[src/rtl/mlpq_meta_ram.sv]
// Per-level ring state (head, tail, count) of the multilevel priority FIFO.
// Registered-read RAM with one valid bit per level; an unwritten level reads as zero.
// Depends on nothing.
`timescale 1ns / 1ps
`default_nettype none

module mlpq_meta_ram #(
  parameter int LEVELS = 8,
  parameter int LW     = 3,
  parameter int MW     = 13
) (
  input  wire logic          clk_i,
  input  wire logic          rst_ni,
  input  wire logic          rd_en_i,
  input  wire logic [LW-1:0] rd_addr_i,
  output logic      [MW-1:0] rd_data_o,
  input  wire logic          wr_en_i,
  input  wire logic [LW-1:0] wr_addr_i,
  input  wire logic [MW-1:0] wr_data_i
);

  logic [MW-1:0]     mem [LEVELS];
  logic [LEVELS-1:0] valid_q;
  logic [MW-1:0]     rd_data_q;
  logic              rd_vld_q;

  always_ff @(posedge clk_i or negedge rst_ni) begin
    if (!rst_ni) begin
      valid_q  <= '0;
      rd_vld_q <= 1'b0;
    end else begin
      if (wr_en_i) begin
        valid_q[wr_addr_i] <= 1'b1;
      end
      if (rd_en_i) begin
        rd_vld_q <= valid_q[rd_addr_i];
      end
    end
  end

  always_ff @(posedge clk_i) begin
    if (wr_en_i) begin
      mem[wr_addr_i] <= wr_data_i;
    end
    if (rd_en_i) begin
      rd_data_q <= mem[rd_addr_i];
    end
  end

  assign rd_data_o = rd_vld_q ? rd_data_q : '0;

endmodule

`default_nettype wire

[config.mk]
export PLATFORM = sky130hd
export DESIGN_NAME = mlpq_meta_ram
export DESIGN_NICKNAME = d
export VERILOG_FILES = /design/src/rtl/mlpq_meta_ram.sv
export SDC_FILE = /design/constraint.sdc
export NUM_CORES = 1
export LEC_CHECK = 0
export ABC_AREA = 1
export ABC_CLOCK_PERIOD_IN_PS = 1150
export BUFFER_PORTS_ARGS = -buffer_cell sky130_fd_sc_hd__buf_4
export CAP_MARGIN = 10
export CORE_MARGIN = 4
export CORE_UTILIZATION = 33
export DETAILED_ROUTE_END_ITERATION = 12
export GPL_ROUTABILITY_DRIVEN = 0
export GPL_TIMING_DRIVEN = 0
export PLACE_DENSITY = 0.5
export SLEW_MARGIN = 10
export SYNTH_ARGS = -nofsm -noshare
export SYNTH_HDL_FRONTEND = slang
export SYNTH_SLANG_ARGS = --single-unit
[constraint.sdc]
create_clock -name clk_i -period 1.15 [get_ports clk_i]
set_input_delay 0.0575 -clock clk_i [delete_from_list [all_inputs] [get_ports clk_i]]
set_output_delay 0.0575 -clock clk_i [all_outputs]
set_load 0.02 [all_outputs]
==> After elaboration in Yosys (flattened, before gate mapping) <==
Memories as Yosys holds them, arrays and structs flattened. A register that Yosys moved wholly into a read port is not among the register bits.
Index checks and enable logic that the tools add are counted.
{ "totals": {"register_bits": 9, "elab_cells": 15, "memories": 1, "mem_bits_rw": 104, "in_bits": 23} }
{ "memory_table": {"columns": ["name", "words", "width", "rd", "rd_ports_with_merged_regs", "wr", "line_no", "text"], "rows": [
  ["mem", 8, 13, 1, 1, 1, "22", "logic [MW-1:0] mem [LEVELS];"]
]} }
{ "op_classes": {"n_lt_le_gt_ge": 3, "n_bitwise": 1, "reduce_logical": 1, "muxes": 7} }
{ "ops": {"columns": ["cell", "n"], "rows": [
  ["$mux 13", 1],
  ["$lt 3x4->1 const B", 2],
  ["$or 8x8->8", 1],
  ["$mux 1", 4],
  ["$bmux 1 s3", 1],
  ["$demux 1 s3", 1],
  ["$ge 3x1->1 const B", 1],
  ["$logic_and 1x1->1", 1]
]} }

==> Depth between registers and ports, before layout <==
Gate-level depths: netlist of run 1.
{ "logic_depth": {"word_depth": 5, "ltp_mapped": 8} }

==> Least setup slack after synthesis of run 1 <==
Ideal clock, no wire load.
{ "synth_path": {"kind": "input port to flip-flop", "from": "input port wr_addr_i[0]", "to": "memory mem[0][0] (enable)", "required_ps": 768, "arrival_time_ps": 817, "n_path_buf": 0, "setup_slack_ps": -50, "setup_ps": 382, "path_stages": 3, "path_cell_list": "inv_1 -> nand2_1 -> nor2_1"} }
{ "synth_rtl": {"columns": ["item", "line_no", "text"], "rows": [
  ["from (decl)", "18", "input wire logic [LW-1:0] wr_addr_i,"],
  ["to (decl)", "22", null]
]} }
Straight into the memory's write port.

==> Worst setup path in the final report of run 1 <==
{ "layout_path": {"from": "register rd_vld_q", "to": "output port rd_data_o[4]"} }
{ "layout_via": {"elab_chain_cells": 1} }
{ "layout_rtl": {"columns": ["item", "line_no", "text"], "rows": [
  ["from (decl)", "25", "logic rd_vld_q;"],
  ["from (signal assigned)", "36", "rd_vld_q <= valid_q[rd_addr_i];"],
  ["$mux 13", "50", "assign rd_data_o = rd_vld_q ? rd_data_q : '0;"],
  ["to (decl)", "16", "output logic [MW-1:0] rd_data_o,"]
]} }
Every way passes these cells.

==> qor.tcl, run 1 <==
set qor(die_w_um) 131.1
set qor(number_of_antenna_violations_at_the_first_check_in_global_routing) 0
set qor(cts_htree_levels) 4
set qor(finish.net_count) 507
set qor(static-leakage-power_nw) 2.475
set qor(clock_tree_from_tritoncts) {done}
set qor(wirelength_um) 11940
set qor(worst_clock_skew_ns) 0.006460
set qor(finalNonFillerCells) 681
set qor(via_count) 3210
set qor(placed_area_um2) 5552
set qor(grt-ovfl-total) 0
set qor(r2r.worst_path.cells) 6
set qor(holdPathEnd) {valid_q[0]}
set qor(detail_route.vias_per_cell) 4.714
set qor(period_share_pct) 107.7
set qor(post-route-util_pct) 44.13
set qor(yosys_warnings) 0
set qor(cts_buffer_depth) 2
set qor(area_growth_pct) 29.79
set qor(setup_viol_count_final) 13
set qor(dr.pass1.iters) 4
set qor(gr-usage-all-layers_pct) 15.02
set qor(die_height_um) 131.1
set qor(grt_pass1_wl_um) 18200
set qor(min-delay-path-class) {in2reg}
set qor(layout_setup_ws_ns) -0.08886
set qor(end_kind) {output port}
set qor(ant_nets) 0
set qor(dr.first_iter.drc_count) 221
set qor(floorplan.core_area_um2) 14700
set qor(slew_violations) 0
set qor(worst_setup_path_start_kind) {flip-flop}
set qor(design.portCount) 36
set qor(first_global_vias) 3120
set qor(route.detailed.wl_per_inst_um) 17.53
set qor(worstReg2RegEnd) {rd_data_q[6]}
set qor(peak_freq_mhz) 807.2
set qor(dp_hpwl_um) 7617
set qor(syn-mean-instance-area_um2) 12.25
set qor(min_delay_src) {wr_addr_i[2]}
set qor(min_period_ns) 1.239
set qor(setup.worst_path.class) {reg2out}
set qor(postSynthNetCount) 431
set qor(grt_max_degree) 17
set qor(cap_viol_max_count) 0
set qor(die-area_um2) 17180
set qor(final_layout_size_suffix_gt1_share_pct) 21.13
set qor(synth_largest_area_cell) {sky130_fd_sc_hd__edfxtp_1}
set qor(worst_slew_margin_rel_pct) 41.57
set qor(post_synth_num_cell_types) 15
set qor(synth-seq-cells) 126
set qor(violations) {setup timing}
set qor(syn-cell-area_um2) 4997
set qor(initial_utilization_pct) 34.00
set qor(clkLatencyLatePin_ns) 0.41
set qor(final.hold.worst_slack_ns) 0.04784
set qor(worst_reg2reg_startpoint) {mem[4][6]}
set qor(synthTopCellsByArea) {sky130_fd_sc_hd__edfxtp_1, sky130_fd_sc_hd__nor2_1, sky130_fd_sc_hd__nand2_1}
set qor(tritoncts.num_buffers) 17
set qor(cts.reportedPaths.clkPinSlew_ns) 0.06
set qor(synth_top_cell_area_share_pct) 70.31
set qor(final_cell_area_um2) 6486
set qor(reg2reg_slack_ns) 0.05
set qor(placedCellCount) 630
set qor(clock-sinks) 126
set qor(grt_setup_unrepaired) {true}
set qor(root_buffer_master) {sky130_fd_sc_hd__clkbuf_16}
set qor(worst-endpoint-arrival_ns) 1.18
set qor(synth_sequential_area_ratio_pct) 74.81
set qor(ir_drop_uv) 1288
set qor(worst_pin_slew_ns) 0.8755
set qor(p_per_area_nw_per_um2) 1849
set qor(synthesized_netlist_cell_count) 408
set qor(final_hold_viol_count) 0
set qor(crit_path_max_fanout) 10
set qor(holdPathStages) 4
set qor(worst_ep_required_time_ns) 1.09
set qor(core.rowCount) 44
set qor(insertedDiodeCount) 0
set qor(port-buffer-count) 35
set qor(timing.setup.tns_ns) -1.037
set qor(outcome) {complete, but fails checks}
set qor(place_worst_setup_slack_ns) -0.4412
set qor(drc_errors) 0
set qor(design_power_total_mw) 12.00
==> cells by family (layout without fill, tap and decap cells) <==
kind of cell,after synthesis,count (layout),share of synthesized area (%)
AOI/OAI and AO/OA,86,86,8.938
buffers and inverters,48,137,4.957
DFF,126,126,74.81
and+or+nand+nor,148,148,11.29
==> sequential cells by signal, summed over array words and instances, names as in the netlist <==
name       count
mem          104
rd_data_q     13
valid_q        8
rd_vld_q       1
==> worst max-delay path, cell delays in order, from the launching register on <==
cell and delay, ns:
sky130_fd_sc_hd__dfrtp_1 0.41, sky130_fd_sc_hd__buf_8 0.15, sky130_fd_sc_hd__nand2_1 0.05, sky130_fd_sc_hd__inv_1 0.04, sky130_fd_sc_hd__buf_6 0.12
==> layout by cell type (no fill, tap or decap) <==
cell type,Yosys,routed
sky130_fd_sc_hd__dfrtp_1,9,9
sky130_fd_sc_hd__o21ai_0,46,45
sky130_fd_sc_hd__dlygate4sd3_1,0,18
sky130_fd_sc_hd__buf_2,5,5
sky130_fd_sc_hd__o22ai_1,13,13
sky130_fd_sc_hd__nand3_1,7,7
sky130_fd_sc_hd__clkinvlp_4,0,2
sky130_fd_sc_hd__clkbuf_16,0,17
sky130_fd_sc_hd__nor2_2,0,7
sky130_fd_sc_hd__clkbuf_1,4,4
sky130_fd_sc_hd__nand2_1,68,59
sky130_fd_sc_hd__buf_6,6,21
sky130_fd_sc_hd__edfxtp_1,117,117
sky130_fd_sc_hd__buf_4,4,26
sky130_fd_sc_hd__o21ai_1,27,28
sky130_fd_sc_hd__nor2_1,73,65
sky130_fd_sc_hd__bufinv_16,0,6
sky130_fd_sc_hd__clkbuf_2,1,1
sky130_fd_sc_hd__nand2_2,0,8
sky130_fd_sc_hd__clkinv_2,0,3
sky130_fd_sc_hd__clkinv_1,0,3
sky130_fd_sc_hd__nor2_4,0,1
sky130_fd_sc_hd__inv_1,27,24
sky130_fd_sc_hd__nand2_4,0,1
sky130_fd_sc_hd__inv_2,1,4
sky130_fd_sc_hd__buf_8,0,3
==> report_power, final <==
group          switching (mW)  internal (mW)  total (mW)  leakage (nW)
logic                   0.544          0.352       0.896          1.01
clock network            1.84           4.02        5.86         0.312
registers              0.0402           5.20        5.24          1.16
total                    2.43           9.57        12.0          2.48
==> cell type report <==
class	count	area, µm²
multi-input combinational	234	1064
sequential	126	3739
inverter	28	105.1
buffer	20	153.9
clock inverter	14	221.5
tap	184	230.2
fill	1359	8213
timing repair buffer	57	544.3
clock buffer	18	429.2
==> synthesized netlist by cell type, drive strengths merged <==
cell type / count
nand3: 7
edfxtp: 117
clkbuf: 5
nand2: 68
nor2: 73
inv: 28
buf: 15
o21ai: 73
o22ai: 13
dfrtp: 9
==> per-layer routing <==
layer	vias to the layer above	share of wire (%)	global-route usage (%)
met5	-	0	0
met4	0	2.3	7.320
met3	20	6.3	3.768
met2	95	46	22.76
met1	1519	45	20.21
li1	1576	-	-
==> what timing repair did <==
action,4_1_cts,5_1_grt
hold buffers,18,0
buffers inserted,1,0
hold endpoints to repair,129,0
endpoints found under the setup margin,20,19
gates resized for setup,14,19
pin swaps,0,1
==> worst max-delay path by stage <==
stage                 startpoint            end  slack [ns]  depth (start not counted)
CTS                     rd_vld_q  rd_data_o[11]       -0.11                          4
floorplan           wr_addr_i[0]      mem[0][0]       -0.05                          3
global route            rd_vld_q   rd_data_o[4]       -0.17                          4
finish                  rd_vld_q   rd_data_o[4]       -0.09                          4
global placement    wr_addr_i[0]      mem[0][3]       -0.83                          4
detailed placement  wr_addr_i[0]      mem[6][6]       -0.44                          4
Power figures use the tool's default switching activity.
==> run 2: changes to the inputs <==
--- a/config.mk
+++ b/config.mk
@@ -5,7 +5,6 @@
 export SDC_FILE = /design/constraint.sdc
 export NUM_CORES = 1
 export LEC_CHECK = 0
-export ABC_AREA = 1
 export ABC_CLOCK_PERIOD_IN_PS = 1150
 export BUFFER_PORTS_ARGS = -buffer_cell sky130_fd_sc_hd__buf_4
 export CAP_MARGIN = 10
@@ -19,3 +18,4 @@
 export SYNTH_ARGS = -nofsm -noshare
 export SYNTH_HDL_FRONTEND = slang
 export SYNTH_SLANG_ARGS = --single-unit
+export TNS_END_PERCENT = 100
==> qor.tcl, run 2 <==
set qor(outcome) {complete, but fails checks}
set qor(violations) {setup timing}
set qor(dr.pass1.iters) 4
set qor(via_count) 2226
set qor(worst_slew_margin_rel_pct) 40.79
set qor(synth.top_cells.by_count) {sky130_fd_sc_hd__edfxtp_1, sky130_fd_sc_hd__mux4_2, sky130_fd_sc_hd__and2_1, sky130_fd_sc_hd__mux2_2, sky130_fd_sc_hd__dfrtp_1}
set qor(grt_setup_unrepaired) {true}
set qor(root_buffer_master) {sky130_fd_sc_hd__clkbuf_16}
set qor(worst_clock_skew_ns) 0.003541
set qor(grt-ovfl-total) 0
set qor(design.portCount) 36
set qor(layout_top_registers) {mem x104, rd_data_q x13, valid_q x8}
set qor(grt_pass1_wl_um) 15060
set qor(setup.worst_path.class) {reg2out}
set qor(min-delay-path-class) {in2reg}
set qor(peak_freq_mhz) 724.6
set qor(die_height_um) 128.4
set qor(synth_largest_area_cell) {sky130_fd_sc_hd__edfxtp_1}
set qor(insertedDiodeCount) 0
set qor(final.hold.worst_slack_ns) 0.02984
set qor(reg2reg_slack_ns) -0.22
set qor(finish.net_count) 309
set qor(layout.cells.most_common) {sky130_fd_sc_hd__edfxtp_1}
set qor(dp_hpwl_um) 5663
set qor(synth_top_cell_area_share_pct) 73.41
set qor(first_global_vias) 2488
set qor(async_reset_ff_share_pct) 7.143
set qor(area_growth_pct) 31.66
set qor(ir_drop_uv) 932.4
set qor(route.detailed.wl_per_inst_um) 20.19
set qor(period_share_pct) 120.0
set qor(layout.cells.most_common_list) {sky130_fd_sc_hd__edfxtp_1, sky130_fd_sc_hd__mux4_2, sky130_fd_sc_hd__buf_4, sky130_fd_sc_hd__clkbuf_16, sky130_fd_sc_hd__dlygate4sd3_1}
set qor(synthesized_netlist_cell_count) 214
set qor(initial_utilization_pct) 34.08
set qor(place_worst_setup_slack_ns) -0.5224
set qor(clock-sinks) 126
set qor(postSynthNetCount) 237
set qor(dominantRegCellSynth) {sky130_fd_sc_hd__edfxtp_1}
set qor(yosys_warnings) 0
set qor(final_hold_viol_count) 0
set qor(clkLatencyLatePin_ns) 0.41
set qor(regMostFlops) {mem}
set qor(crit_path_max_fanout) 5
set qor(dr.first_iter.drc_count) 216
set qor(floorplan.core_area_um2) 14040
set qor(layout_setup_ws_ns) -0.2301
set qor(setup_viol_count_final) 26
set qor(synth.most_common_cell) {sky130_fd_sc_hd__edfxtp_1}
set qor(worst_ep_required_time_ns) 1.09
set qor(final_cell_area_um2) 6301
set qor(min_period_ns) 1.380
set qor(timing.setup.tns_ns) -5.399
set qor(worst_setup_path_start_kind) {flip-flop}
set qor(cts_htree_levels) 4
set qor(wirelength_um) 9671
set qor(drc_errors) 0
set qor(p_per_area_nw_per_um2) 1905
set qor(die-area_um2) 16490
set qor(end_kind) {output port}
set qor(gr-usage-all-layers_pct) 13.13
set qor(cts.reportedPaths.clkPinSlew_ns) 0.05
set qor(grt_max_degree) 17
set qor(post_synth_num_cell_types) 17
set qor(synth-seq-cells) 126
set qor(cap_viol_max_count) 0
set qor(placed_area_um2) 5319
set qor(clock_tree_from_tritoncts) {done}
set qor(fillerInstances) 1186
set qor(worst-endpoint-arrival_ns) 1.32
set qor(detail_route.vias_per_cell) 4.647
set qor(syn-cell-area_um2) 4786
set qor(largest_reg_flops) 104
set qor(ant_nets) 0
set qor(worst_pin_slew_ns) 0.8882
set qor(slew_violations) 0
set qor(synth_sequential_area_ratio_pct) 78.12
set qor(tritoncts.num_buffers) 17
set qor(number_of_antenna_violations_at_the_first_check_in_global_routing) 0
set qor(cts_buffer_depth) 2
set qor(core.rowCount) 43
set qor(die_w_um) 128.4
set qor(post-route-util_pct) 44.87
set qor(port-buffer-count) 33
set qor(syn-mean-instance-area_um2) 22.36
set qor(static-leakage-power_nw) 2.165
set qor(synth-edff-count) 117
set qor(final_layout_size_suffix_gt1_share_pct) 46.82
set qor(synthTopCellsByArea) {sky130_fd_sc_hd__edfxtp_1, sky130_fd_sc_hd__mux4_2, sky130_fd_sc_hd__dfrtp_1}
run 2: changes by cell type after synthesis, moves of 5 or more:
cell                      previous run  this run
sky130_fd_sc_hd__nand3_1             7         0
sky130_fd_sc_hd__nor2_1             73         6
sky130_fd_sc_hd__o22ai_1            13         0
sky130_fd_sc_hd__o21ai_1            27         0
sky130_fd_sc_hd__mux2_2              0        13
sky130_fd_sc_hd__nand2_1            68         2
sky130_fd_sc_hd__mux2i_1             0         5
sky130_fd_sc_hd__mux4_2              0        27
sky130_fd_sc_hd__buf_6               6         1
sky130_fd_sc_hd__o21ai_0            46         0
sky130_fd_sc_hd__or2_2               0         8
sky130_fd_sc_hd__and2_1              0        13
sky130_fd_sc_hd__inv_1              27         1
run 2: area by class of cell:
cell class / instances / area [µm²] / share of cell area, %
clock buffers: 18 / 429.2 / 6.811
plain buffers: 8 / 70.07 / 1.112
well taps: 180 / 225.2 / 3.574
flip-flops and latches: 126 / 3740 / 59.35
inverters: 1 / 3.754 / 0.05957
clock inverters: 14 / 221.5 / 3.515
repair buffers: 53 / 499.2 / 7.923
multi-input cells: 79 / 1112 / 17.65
run 2: metrics by stage:
step / power [mW] / std cells
after floorplan: 5.738 / 214
after global routing: 12.45 / 479
after global placement: 6.054 / 427
after detailed placement: 6.077 / 429
after CTS: 12.15 / 479
final: 12.00 / 479
run 2: per-layer routing:
| metal | wire (µm) | vias to the layer above | share of wire (%) | global-route usage [%] |
|---|---|---|---|---|
| met5 | 0 | - | 0 | 0 |
| met4 | 111 | 0 | 1.1 | 5.056 |
| met3 | 479 | 10 | 5.0 | 4.608 |
| met2 | 4648 | 48 | 48 | 19.40 |
| met1 | 4432 | 1147 | 46 | 17.90 |
| li1 | - | 1021 | - | - |
run 2: logic make-up after synthesis:
kind of cell / synth area share [%]
buf+inv: 1.098
flops: 78.12
mux: 16.81
simple gates: 3.974
run 2: report_power, final:
group | internal, mW | total [mW] | leakage (nW) | switching [mW]
combinational | 0.470 | 0.872 | 0.701 | 0.402
clock | 4.02 | 5.87 | 0.312 | 1.85
sequential | 5.21 | 5.26 | 1.15 | 0.0478
run 2: worst paths after layout:
kind / start / end / cells past startpoint
worst min-delay path: rd_addr_i[2] / rd_data_q[1] / 2
worst max-delay path: rd_vld_q / rd_data_o[4] / 3
min in group asynchronous: rst_ni / valid_q[3] / 3
worst min register to register: valid_q[7] / valid_q[7] / 1
max in group asynchronous: rst_ni / rd_vld_q / 3
worst max register to register: mem[3][6] / rd_data_q[6] / 2
run 2: worst max-delay path, cell delays in order (launching register included):
cell	delay, ns
sky130_fd_sc_hd__dfrtp_2	0.46
sky130_fd_sc_hd__clkbuf_16	0.18
sky130_fd_sc_hd__and2_4	0.15
sky130_fd_sc_hd__buf_6	0.12
run 2: what timing repair did:
item | CTS | global route
endpoints found under the hold margin | 113 | 0
hold buffers | 15 | 0
gates cloned | 1 | 0
resized for setup | 33 | 6
pin swaps | 1 | 0
buffers inserted | 2 | 0
setup endpoints to repair | 79 | 27
==> run 3: changes to the inputs <==
--- a/config.mk
+++ b/config.mk
@@ -10,6 +10,7 @@
 export CAP_MARGIN = 10
 export CORE_MARGIN = 4
 export CORE_UTILIZATION = 33
+export CTS_BUF_LIST = sky130_fd_sc_hd__clkbuf_16
 export DETAILED_ROUTE_END_ITERATION = 12
 export GPL_ROUTABILITY_DRIVEN = 0
 export GPL_TIMING_DRIVEN = 0
==> qor.tcl, run 3 (same netlist as run 2, synthesis figures left out) <==
set qor(clock_tree_from_tritoncts) {done}
set qor(crit_path_max_fanout) 5
set qor(grt-ovfl-total) 0
set qor(startpoint) {rd_vld_q}
set qor(dp_hpwl_um) 5663
set qor(die_w_um) 128.4
set qor(core.rowCount) 43
set qor(drc_errors) 0
set qor(worst_ep_required_time_ns) 1.09
set qor(final_hold_viol_count) 0
set qor(cts_htree_levels) 4
set qor(die_height_um) 128.4
set qor(layout.cells.most_common) {sky130_fd_sc_hd__edfxtp_1}
set qor(tritoncts.num_buffers) 17
set qor(critical_path.top_delay_family) {flip-flops}
set qor(violations) {setup timing}
set qor(worst_setup_path_start_kind) {flip-flop}
set qor(design_power_total_mw) 11.99
set qor(dr.pass1.iters) 4
set qor(design.portCount) 36
set qor(cts.reportedPaths.clkPinSlew_ns) 0.05
set qor(setup.worst_path.class) {reg2out}
set qor(end_kind) {output port}
set qor(worst_clock_skew_ns) 0.002888
set qor(critPathSlowestCell) {sky130_fd_sc_hd__dfrtp_2}
set qor(placed_area_um2) 5319
set qor(grt_pass1_wl_um) 15060
set qor(period_share_pct) 120.2
set qor(ir_drop_uv) 930.3
set qor(die-area_um2) 16490
set qor(final_layout_size_suffix_gt1_share_pct) 46.82
set qor(grt_max_degree) 17
set qor(peak_freq_mhz) 723.2
set qor(number_of_antenna_violations_at_the_first_check_in_global_routing) 0
set qor(p_per_area_nw_per_um2) 1903
set qor(layout_top_registers) {mem x104, rd_data_q x13, valid_q x8}
set qor(critical_path.max_stage_delay_ns) 0.46
set qor(grt_setup_unrepaired) {true}
set qor(gr-usage-all-layers_pct) 13.13
set qor(timing.setup.tns_ns) -5.441
set qor(layout.cells.most_common_list) {sky130_fd_sc_hd__edfxtp_1, sky130_fd_sc_hd__mux4_2, sky130_fd_sc_hd__buf_4, sky130_fd_sc_hd__clkbuf_16, sky130_fd_sc_hd__dlygate4sd3_1}
set qor(worst_pin_slew_ns) 0.8877
set qor(final_cell_area_um2) 6301
set qor(cap_viol_max_count) 0
set qor(via_count) 2224
set qor(regMostFlops) {mem}
set qor(cts_buffer_depth) 2
set qor(worst-endpoint-arrival_ns) 1.33
set qor(min_delay_src) {rd_addr_i[2]}
set qor(final.hold.worst_slack_ns) 0.02991
set qor(dr.first_iter.drc_count) 200
set qor(min-delay-path-class) {in2reg}
set qor(static-leakage-power_nw) 2.170
set qor(ant_nets) 0
set qor(layout_setup_ws_ns) -0.2327
set qor(floorplan.core_area_um2) 14040
set qor(first_global_vias) 2488
set qor(insertedDiodeCount) 0
set qor(detail_route.vias_per_cell) 4.643
set qor(min_period_ns) 1.383
set qor(initial_utilization_pct) 34.08
set qor(wirelength_um) 9669
set qor(area_growth_pct) 31.66
set qor(finish.net_count) 309
set qor(worst_slew_margin_rel_pct) 40.82
set qor(post-route-util_pct) 44.87
set qor(clock-sinks) 126
set qor(slew_violations) 0
set qor(clkLatencyLatePin_ns) 0.41
set qor(port-buffer-count) 33
set qor(outcome) {complete, but fails checks}
set qor(largest_reg_flops) 104
set qor(route.detailed.wl_per_inst_um) 20.19
set qor(critPathBufInv) 2
set qor(root_buffer_master) {sky130_fd_sc_hd__clkbuf_16}
set qor(setup_viol_count_final) 26
set qor(worstPathCellList) {clkbuf_16 -> and2_4 -> buf_6}
set qor(worst_reg2reg_startpoint) {mem[3][6]}
[run 3: changes by cell type in the layout (fill, tap and decap cells not counted)]
cell and delta:
sky130_fd_sc_hd__clkbuf_1 -1, sky130_fd_sc_hd__inv_1 +1
[run 3: report_power, final]
group	total (mW)	internal, mW	switching, mW
registers	5.26	5.21	0.0481
logic	0.872	0.470	0.402
clock network	5.86	4.01	1.85
total	12.0	9.70	2.30
[run 3: timing repair]
action                                  CTS  global route
hold buffers                             15             0
hold endpoints to repair                113             0
gates resized for setup                  33             6
endpoints found under the setup margin   79            27
buffers inserted                          2             0
gates cloned                              1             0
pin swaps                                 1             0
[run 3: path summary, 6_finish.rpt]
kind | slack (ns) | cells after the start | to
worst max-delay path | -0.23 | 3 | rd_data_o[4]
worst min-delay path | 0.03 | 2 | rd_data_q[1]
worst max register to register | -0.22 | 2 | rd_data_q[6]
worst min register to register | 0.47 | 1 | valid_q[2]
max in group asynchronous | 0.19 | 3 | rd_vld_q
min in group asynchronous | 0.65 | 3 | valid_q[3]
[run 3: metrics by stage]
| step | setup WS (ns) | std cells |
|---|---|---|
| floorplan | -0.1450 | 214 |
| global placement | -0.8216 | 427 |
| detailed placement | -0.5224 | 429 |
| CTS | -0.2697 | 479 |
| global route | -0.2794 | 479 |
| finish | -0.2327 | 479 |
[run 3: area by class of cell]
cell class                      instances  area [µm²]
Fill cell                            1186        7741
Sequential cell                       126        3740
Multi-Input combinational cell         79        1112
Timing Repair Buffer                   53       499.2
Clock buffer                           17       425.4
Clock inverter                         15       225.2
Tap cell                              180       225.2
Buffer                                  8       70.07
Inverter                                1       3.754
[run 3: routing by layer]
metal  vias up  global-route usage (%)  part of all wire [%]
met5         -                       0                     0
met4         0                   5.056                   1.1
met3         9                   4.608                   4.1
met2        41                   19.40                    48
met1      1155                   17.90                    46
li1       1019                       -                     -
[run 3: worst register-to-register path, stage by stage, from the launching register on]
cell	delay, ns
sky130_fd_sc_hd__edfxtp_1	0.36
sky130_fd_sc_hd__mux4_2	0.49
sky130_fd_sc_hd__mux2_2	0.27
